File: src/rtl/ccm_pkg.sv
package ccm_pkg;

    localparam int MAX_PAYLOAD = 2304;
    localparam logic [15:0] AAD_LEN_LIMIT = 16'hff00;
    localparam logic [4:0] TAG_LEN_MIN = 5'd4;
    localparam logic [4:0] TAG_LEN_MAX = 5'd16;
    localparam logic [3:0] NONCE_LEN_MIN = 4'd7;
    localparam logic [3:0] NONCE_LEN_MAX = 4'd13;
    localparam logic [3:0] LEN_FIELD_BASE = 4'd14;

    // byte 0 is the most significant byte of the 128-bit word
    typedef logic [0:15][7:0] blk_t;
    typedef logic [0:12][7:0] nonce_t;

    typedef enum logic [1:0] {OP_START, OP_AAD, OP_PAYLOAD, OP_RELEASE} op_t;
    typedef enum logic [1:0] {KIND_CT, KIND_STATUS, KIND_REL} kind_t;
    typedef enum logic [1:0] {ST_OK, ST_AUTH_FAIL, ST_BAD_CFG, ST_SEQ} status_t;
    typedef enum logic [1:0] {PH_IDLE, PH_AAD, PH_PAYLOAD, PH_RELEASE} phase_t;
    typedef enum logic [2:0] {
        CFG_KEY0, CFG_KEY1, CFG_KEY2, CFG_KEY3,
        CFG_KEY_SIZE, CFG_DECRYPT, CFG_TAG_LEN, CFG_NONCE_LEN
    } cfg_idx_t;
    typedef enum logic [1:0] {ENC_B0, ENC_MAC, ENC_CTR, ENC_CTR0} enc_sel_t;
    typedef enum logic [2:0] {OUT_CT, OUT_TAG, OUT_REL, OUT_ERR_SEQ, OUT_ERR_CFG} out_sel_t;
    typedef enum logic [3:0] {
        S_IDLE, S_DECODE, S_KEYX, S_B0_WAIT, S_CTR_WAIT, S_PAY, S_POST,
        S_MAC_WAIT, S_END, S_TAG_WAIT, S_REL, S_OUT
    } ctl_state_t;

    typedef struct packed {
        logic     capture;
        logic     setup;
        logic     enc_start;
        enc_sel_t enc_sel;
        logic     mac_set;
        logic     buf_clear;
        logic     ks_load;
        logic     aad_byte;
        logic     pay_byte;
        logic     set_phase;
        phase_t   phase_val;
        logic     out_load;
        out_sel_t out_sel;
        logic     rel_read;
    } ccm_cmd_t;

    typedef struct packed {
        op_t    op;
        logic   bad_cfg;
        phase_t phase;
        logic   aad_rem_zero;
        logic   pay_rem_zero;
        logic   fill_zero;
        logic   fill_full;
        logic   aes_busy;
        logic   decrypt;
    } ccm_status_t;

    localparam logic [7:0] SBOX [256] = '{
        8'h63,8'h7c,8'h77,8'h7b,8'hf2,8'h6b,8'h6f,8'hc5,8'h30,8'h01,8'h67,8'h2b,8'hfe,8'hd7,8'hab,8'h76,
        8'hca,8'h82,8'hc9,8'h7d,8'hfa,8'h59,8'h47,8'hf0,8'had,8'hd4,8'ha2,8'haf,8'h9c,8'ha4,8'h72,8'hc0,
        8'hb7,8'hfd,8'h93,8'h26,8'h36,8'h3f,8'hf7,8'hcc,8'h34,8'ha5,8'he5,8'hf1,8'h71,8'hd8,8'h31,8'h15,
        8'h04,8'hc7,8'h23,8'hc3,8'h18,8'h96,8'h05,8'h9a,8'h07,8'h12,8'h80,8'he2,8'heb,8'h27,8'hb2,8'h75,
        8'h09,8'h83,8'h2c,8'h1a,8'h1b,8'h6e,8'h5a,8'ha0,8'h52,8'h3b,8'hd6,8'hb3,8'h29,8'he3,8'h2f,8'h84,
        8'h53,8'hd1,8'h00,8'hed,8'h20,8'hfc,8'hb1,8'h5b,8'h6a,8'hcb,8'hbe,8'h39,8'h4a,8'h4c,8'h58,8'hcf,
        8'hd0,8'hef,8'haa,8'hfb,8'h43,8'h4d,8'h33,8'h85,8'h45,8'hf9,8'h02,8'h7f,8'h50,8'h3c,8'h9f,8'ha8,
        8'h51,8'ha3,8'h40,8'h8f,8'h92,8'h9d,8'h38,8'hf5,8'hbc,8'hb6,8'hda,8'h21,8'h10,8'hff,8'hf3,8'hd2,
        8'hcd,8'h0c,8'h13,8'hec,8'h5f,8'h97,8'h44,8'h17,8'hc4,8'ha7,8'h7e,8'h3d,8'h64,8'h5d,8'h19,8'h73,
        8'h60,8'h81,8'h4f,8'hdc,8'h22,8'h2a,8'h90,8'h88,8'h46,8'hee,8'hb8,8'h14,8'hde,8'h5e,8'h0b,8'hdb,
        8'he0,8'h32,8'h3a,8'h0a,8'h49,8'h06,8'h24,8'h5c,8'hc2,8'hd3,8'hac,8'h62,8'h91,8'h95,8'he4,8'h79,
        8'he7,8'hc8,8'h37,8'h6d,8'h8d,8'hd5,8'h4e,8'ha9,8'h6c,8'h56,8'hf4,8'hea,8'h65,8'h7a,8'hae,8'h08,
        8'hba,8'h78,8'h25,8'h2e,8'h1c,8'ha6,8'hb4,8'hc6,8'he8,8'hdd,8'h74,8'h1f,8'h4b,8'hbd,8'h8b,8'h8a,
        8'h70,8'h3e,8'hb5,8'h66,8'h48,8'h03,8'hf6,8'h0e,8'h61,8'h35,8'h57,8'hb9,8'h86,8'hc1,8'h1d,8'h9e,
        8'he1,8'hf8,8'h98,8'h11,8'h69,8'hd9,8'h8e,8'h94,8'h9b,8'h1e,8'h87,8'he9,8'hce,8'h55,8'h28,8'hdf,
        8'h8c,8'ha1,8'h89,8'h0d,8'hbf,8'he6,8'h42,8'h68,8'h41,8'h99,8'h2d,8'h0f,8'hb0,8'h54,8'hbb,8'h16
    };

    localparam logic [7:0] RCON [10] = '{
        8'h01, 8'h02, 8'h04, 8'h08, 8'h10, 8'h20, 8'h40, 8'h80, 8'h1b, 8'h36
    };

    function automatic logic [7:0] xtime(logic [7:0] a);
        return {a[6:0], 1'b0} ^ (a[7] ? 8'h1b : 8'h00);
    endfunction

    function automatic logic [31:0] sub_word(logic [31:0] w);
        return {SBOX[w[31:24]], SBOX[w[23:16]], SBOX[w[15:8]], SBOX[w[7:0]]};
    endfunction

    function automatic blk_t aes_round(blk_t s, blk_t rk, logic last);
        blk_t u;
        blk_t r;
        logic [7:0] a0, a1, a2, a3, all;
        for (int x = 0; x < 16; x++) begin
            u[x] = SBOX[s[x]];
        end
        // shift rows
        for (int c = 0; c < 4; c++) begin
            for (int w = 0; w < 4; w++) begin
                r[w + 4*c] = u[w + 4*((c + w) & 3)];
            end
        end
        if (!last) begin
            for (int c = 0; c < 4; c++) begin
                a0 = r[4*c];
                a1 = r[4*c+1];
                a2 = r[4*c+2];
                a3 = r[4*c+3];
                all = a0 ^ a1 ^ a2 ^ a3;
                r[4*c]   = a0 ^ all ^ xtime(a0 ^ a1);
                r[4*c+1] = a1 ^ all ^ xtime(a1 ^ a2);
                r[4*c+2] = a2 ^ all ^ xtime(a2 ^ a3);
                r[4*c+3] = a3 ^ all ^ xtime(a3 ^ a0);
            end
        end
        return r ^ rk;
    endfunction

endpackage

File: src/rtl/ccm_ctrl.sv
module ccm_ctrl import ccm_pkg::*; (
    input  logic        aclk,
    input  logic        aresetn,
    input  logic        s_valid,
    output logic        s_ready,
    output logic        m_valid,
    input  logic        m_ready,
    input  ccm_status_t st,
    output ccm_cmd_t    cmd
);

    ctl_state_t state_reg, state_next;
    logic       cont_reg;
    logic       rem_zero, flush, done_aad, finish;
    logic       aad_err, pay_err;

    always_comb begin
        rem_zero = (st.phase == PH_AAD) ? st.aad_rem_zero : st.pay_rem_zero;
        flush    = st.fill_full || (rem_zero && !st.fill_zero);
        done_aad = (st.phase == PH_AAD) && st.aad_rem_zero;
        finish   = (done_aad && st.pay_rem_zero)
                || ((st.phase == PH_PAYLOAD) && st.pay_rem_zero);
        aad_err  = (st.phase != PH_AAD) || st.aad_rem_zero;
        pay_err  = (st.phase != PH_PAYLOAD) || st.pay_rem_zero;
    end

    always_comb begin
        state_next = state_reg;
        unique case (state_reg)
            S_IDLE: if (s_valid) state_next = S_DECODE;
            S_DECODE: begin
                unique case (st.op)
                    OP_START:   state_next = st.bad_cfg ? S_OUT : S_KEYX;
                    OP_AAD:     state_next = aad_err ? S_OUT : S_POST;
                    OP_PAYLOAD: state_next = pay_err ? S_OUT
                                           : (st.fill_zero ? S_CTR_WAIT : S_PAY);
                    OP_RELEASE: state_next = (st.phase != PH_RELEASE) ? S_OUT : S_REL;
                endcase
            end
            S_KEYX: if (!st.aes_busy) state_next = S_B0_WAIT;
            S_B0_WAIT: begin
                if (!st.aes_busy) begin
                    state_next = (st.aad_rem_zero && st.pay_rem_zero) ? S_TAG_WAIT : S_IDLE;
                end
            end
            S_CTR_WAIT: if (!st.aes_busy) state_next = S_PAY;
            S_PAY:      state_next = st.decrypt ? S_POST : S_OUT;
            S_POST:     state_next = flush ? S_MAC_WAIT : S_END;
            S_MAC_WAIT: if (!st.aes_busy) state_next = S_END;
            S_END:      state_next = finish ? S_TAG_WAIT : S_IDLE;
            S_TAG_WAIT: if (!st.aes_busy) state_next = S_OUT;
            S_REL:      state_next = S_OUT;
            S_OUT:      if (m_ready) state_next = cont_reg ? S_POST : S_IDLE;
            default:    state_next = S_IDLE;
        endcase
    end

    always_comb begin
        cmd     = '0;
        s_ready = (state_reg == S_IDLE);
        m_valid = (state_reg == S_OUT);
        unique case (state_reg)
            S_IDLE: cmd.capture = s_valid;
            S_DECODE: begin
                unique case (st.op)
                    OP_START: begin
                        if (st.bad_cfg) begin
                            cmd.out_load = 1'b1;
                            cmd.out_sel  = OUT_ERR_CFG;
                        end else begin
                            cmd.setup = 1'b1;
                        end
                    end
                    OP_AAD: begin
                        if (aad_err) begin
                            cmd.out_load = 1'b1;
                            cmd.out_sel  = OUT_ERR_SEQ;
                        end else begin
                            cmd.aad_byte = 1'b1;
                        end
                    end
                    OP_PAYLOAD: begin
                        if (pay_err) begin
                            cmd.out_load = 1'b1;
                            cmd.out_sel  = OUT_ERR_SEQ;
                        end else if (st.fill_zero) begin
                            cmd.enc_start = 1'b1;
                            cmd.enc_sel   = ENC_CTR;
                        end
                    end
                    OP_RELEASE: begin
                        if (st.phase != PH_RELEASE) begin
                            cmd.out_load = 1'b1;
                            cmd.out_sel  = OUT_ERR_SEQ;
                        end else begin
                            cmd.rel_read = 1'b1;
                        end
                    end
                endcase
            end
            S_KEYX: begin
                if (!st.aes_busy) begin
                    cmd.enc_start = 1'b1;
                    cmd.enc_sel   = ENC_B0;
                end
            end
            S_B0_WAIT: begin
                if (!st.aes_busy) begin
                    cmd.mac_set = 1'b1;
                    if (!st.aad_rem_zero) begin
                        cmd.set_phase = 1'b1;
                        cmd.phase_val = PH_AAD;
                    end else if (st.pay_rem_zero) begin
                        cmd.enc_start = 1'b1;
                        cmd.enc_sel   = ENC_CTR0;
                    end else begin
                        cmd.set_phase = 1'b1;
                        cmd.phase_val = PH_PAYLOAD;
                    end
                end
            end
            S_CTR_WAIT: cmd.ks_load = !st.aes_busy;
            S_PAY: begin
                cmd.pay_byte = 1'b1;
                cmd.out_load = !st.decrypt;
                cmd.out_sel  = OUT_CT;
            end
            S_POST: begin
                cmd.enc_start = flush;
                cmd.enc_sel   = ENC_MAC;
            end
            S_MAC_WAIT: begin
                cmd.mac_set   = !st.aes_busy;
                cmd.buf_clear = !st.aes_busy;
            end
            S_END: begin
                if (finish) begin
                    cmd.enc_start = 1'b1;
                    cmd.enc_sel   = ENC_CTR0;
                end else if (done_aad) begin
                    cmd.set_phase = 1'b1;
                    cmd.phase_val = PH_PAYLOAD;
                end
            end
            S_TAG_WAIT: begin
                cmd.out_load = !st.aes_busy;
                cmd.out_sel  = OUT_TAG;
            end
            S_REL: begin
                cmd.out_load = 1'b1;
                cmd.out_sel  = OUT_REL;
            end
            S_OUT: ;
            default: ;
        endcase
    end

    always_ff @(posedge aclk) begin
        if (!aresetn) begin
            state_reg <= S_IDLE;
            cont_reg  <= 1'b0;
        end else begin
            state_reg <= state_next;
            // after a ciphertext byte the block flush check still follows
            if (state_next == S_OUT && state_reg != S_OUT) begin
                cont_reg <= (state_reg == S_PAY);
            end
        end
    end

endmodule

File: config.mk
export PLATFORM = sky130hd
export DESIGN_NAME = ccm_ctrl
export DESIGN_NICKNAME = d
export VERILOG_FILES = /design/src/rtl/ccm_pkg.sv /design/src/rtl/ccm_ctrl.sv
export SDC_FILE = /design/constraint.sdc
export NUM_CORES = 1
export LEC_CHECK = 0
export BUFFER_PORTS_ARGS = -buffer_cell sky130_fd_sc_hd__buf_2
export CAP_MARGIN = 30
export CORE_MARGIN = 1.5
export CORE_UTILIZATION = 40
export CTS_CLUSTER_DIAMETER = 40
export DETAILED_ROUTE_END_ITERATION = 8
export GPL_ROUTABILITY_DRIVEN = 0
export PLACE_DENSITY = 0.69
export SLEW_MARGIN = 15
export SYNTH_ARGS = -nofsm -noshare
export SYNTH_HDL_FRONTEND = slang
export SYNTH_SLANG_ARGS = --single-unit
File: constraint.sdc
create_clock -name aclk -period 2 [get_ports aclk]
set_input_delay 0.4 -clock aclk [delete_from_list [all_inputs] [get_ports aclk]]
set_output_delay 0.4 -clock aclk [all_outputs]
set_load 0.01 [all_outputs]
==> metrics.md <==
| Metric | Value |
|---|---|
| Setup Total Neg Slack | 0 ns |
| Met2 usage | 38.7% |
| Height of the chip | 47.8 µm |
| Gr usage total | 21.9% |
| Most congested layer reported by global routing | met2 |
| Number of DRC markers in iteration 0 | 33 |
| Number of H-tree levels | 1 |
| Global Route met1 Usage | 29.5% |
| Library cell with the largest summed area after synthesis | dfxtp_1 |
| Syn. warnings | 0 |
| Largest cells by area after synthesis | dfxtp_1 12%, nor2_1 7.0%, a21oi_1 5.6% |
| Maximum number of pins on one net before global-route repair | 13 |
| Core Area | 1920 µm² |
| Ports | 35 |
| Routed wire length | 2510 µm |
| Number of enable-type register cells in the synthesized netlist | 0 |
| Average detailed-routed wire length per instance | 13.3 µm |
| Total inserted antenna cells | 0 |
| Fraction of the yosys area taken by sequential cells | 12.5% |
| Required time worst endpoint | 1.60 ns |
| Number of clock sinks seen by CTS | 5 |
| Power per standard cell area | 927 nW/µm² |
| Number of maximum-capacitance constraint violations | 0 |
| Synth cell types | 40 |
| Highest clock frequency the design can meet | 508 MHz |
| Post-detailed-route DRC marker count | 0 |
| Clk_skew | 0.000716 ns |
| Met3 capacity usage during global routing | 2.26% |
| Class of the worst hold path | in -> reg |
| CTS Root Buffer Type | clkbuf_4 |
| Latest clock arrival within the worst-skew pair | 0.24 ns |
| Maximum fanout encountered on the critical timing path | 8 |
| Wire length of the first global-routing pass | 3650 µm |
| Share of the clock period used by the worst path after layout | 98.5% |
| Nets | 178 |
| Die Outline Area | 2280 µm² |
| Worst endpoint data arrival time | 1.57 ns |
| Run status | completed |
| Leakage power total | 0.500 nW |
| Proportion of layout cells with a drive suffix above 1 | 43.2% |
| Most repeated cell in the gate-level netlist after synthesis | nor2_1 |
| Setup violators final | 0 |
| Critical Path Sink Type | primary output |
| Kind of start point of the critical path | primary input |
| PortBufs | 34 |
| Most numerous cell types in the synthesized netlist | 15 x nor2_1, 12 x nand2_1, 9 x a21oi_1 |
| First-pass iteration count of the detailed router | 4 |
| Fin crit period | 1.97 ns |
| Vias per Instance | 5.64 |
| Stage delay of the slowest cell on the critical path | 0.38 ns |
| Post-synthesis instance total | 121 |
| Final ANT Viol Nets | 0 |
| Vias after detailed routing | 1066 |
| Half-perimeter wire length after placement | 1900 µm |
| Yosys top cell area share | 12.5% |
| Placed instance area | 1010 µm² |
| Max rail drop VDD | 0.000500 V |
| Horiz. Die Dim | 47.8 µm |
| Post-Layout Inst Area | 1160 µm² |
| Worst Hold Slack | 0.444 ns |
| Initial Util | 41.7% |
| Flip-flop count of the largest register after layout | 4 |
| Critical-path cell with the highest stage delay | a2111oi_4 |
| Critical path, cell by cell | buf_4 > nand3b_1 > a2111oi_4 > a31oi_2 > o21ai_1 > a21o_1 > buf_2 |
| Asr flop ratio synth | 0% |
| Cell Rows | 16 |
| Tightest slew margin relative to the limit | 75.5% |
| Gr ovfl total | 0 |
| Total CTS buffers | 3 |
| Area of the mapped netlist | 802 µm² |
| Number of pins exceeding their max-slew limit in the final report | 0 |
| Net count after synthesis | 136 |
| Clock tree from TritonCTS | built |
| Layout-stage area growth over the synthesis result | 44.9% |
| Initial antenna violation count | 0 |
| Category of the most critical setup path | in -> out |
| Hold Vio Cnt, Final | 0 |
| Number of global-route vias before repair | 869 |
| Worst-margin pin slew | 0.362 ns |
| Unrepaired setup endpoints after global routing | true |
| Avg Synthesized Cell Area | 6.63 µm² |
| Number of flip-flops and latches in the synthesized netlist | 5 |
| Max Root-Sink Buffers | 2 |
| Post-CTS Hold Buffers | 0 |
| Primary flip-flop cell chosen by synthesis mapping | dfxtp_1 |
| Clk slew on worst S/H paths | 0.04 ns |
[path summary, 6_finish.rpt]
path | from | depth (start not counted) | slack (ns) | endpoint
setup / recovery | st[6] | 7 | 0.03 | cmd[15]
hold reg to reg | cont_reg$_SDFFE_PN0P_ | 2 | 0.48 | cont_reg$_SDFFE_PN0P_
hold / removal | aresetn | 3 | 0.44 | cont_reg$_SDFFE_PN0P_
setup reg to reg | state_reg[3]$_SDFF_PN0_ | 5 | 0.59 | state_reg[0]$_SDFF_PN0_
[power breakdown]
part	internal (mW)	leakage, nW	total [mW]	switching, mW
combinational	0.361	0.442	0.780	0.419
sequential	0.133	0.0427	0.182	0.0489
clock	0.0753	0.0150	0.115	0.0399
total	0.570	0.500	1.08	0.508
[layout by cell type (no fill, tap or decap), types with 2 or more instances in the layout]
cell type,instances
buf_2,33
nor2_1,14
buf_4,13
nand2_1,11
a21oi_1,8
o21ai_0,7
nor3_1,5
nor2b_1,5
a31oi_1,5
nand2b_1,4
nand3_1,4
nand2b_4,3
a22oi_1,3
o22ai_1,3
clkbuf_4,3
and3_1,2
and2b_1,2
o21ai_1,2
a21o_1,2
nor4_1,2
dfxtp_1,2
dfxtp_4,2
[layout make-up]
| cell class | instances | area (µm²) |
|---|---|---|
| Clock buffer | 4 | 26.3 |
| Fill cell | 185 | 759 |
| Inverter | 1 | 3.75 |
| Multi-Input combinational cell | 105 | 707 |
| Sequential cell | 5 | 109 |
| Tap cell | 27 | 33.8 |
| Timing Repair Buffer | 47 | 283 |
[kinds of logic after synthesis]
kind of cell	after synthesis	synth area share, %
buffers and inverters	11	8.27
muxes	1	1.25
and+or+nand+nor	65	46.2
DFF	5	12.5
AOI/OAI and AO/OA	39	31.8
[worst max-delay path: cells and delay by family]
| kind | cells | cell delay [ns] |
|---|---|---|
| AND/OR/NAND/NOR | 1 | 0.20 |
| buffers and inverters | 2 | 0.26 |
| AO/OA/AOI/OAI | 4 | 0.71 |
[metrics by stage]
| step | worst slack (ns) | power, mW | std cells | util, % |
|---|---|---|---|---|
| 2_1_floorplan | 0.150 | 0.592 | 121 | - |
| 3_3_place_gp | 0.0213 | 0.788 | 181 | 52.6 |
| 3_5_place_dp | -0.0252 | 0.800 | 181 | 52.6 |
| 4_1_cts | -0.0518 | 0.954 | 185 | 55.3 |
| 5_1_grt | -0.0550 | 1.17 | 189 | 60.5 |
| 6_report | 0.0305 | 1.08 | 189 | 60.5 |
[what timing repair did]
| action | CTS | global route |
|---|---|---|
| buffers inserted | 0 | 4 |
| resized for setup | 7 | 13 |
| endpoints found under the setup margin | 5 | 6 |
| pin swaps | 1 | 5 |
[layer usage]
layer	part of all wire, %	wire length [µm]
met5	0	0
met4	0	0
met3	7.0	175
met2	49	1230
met1	44	1100
Power figures use the tool's default switching activity.
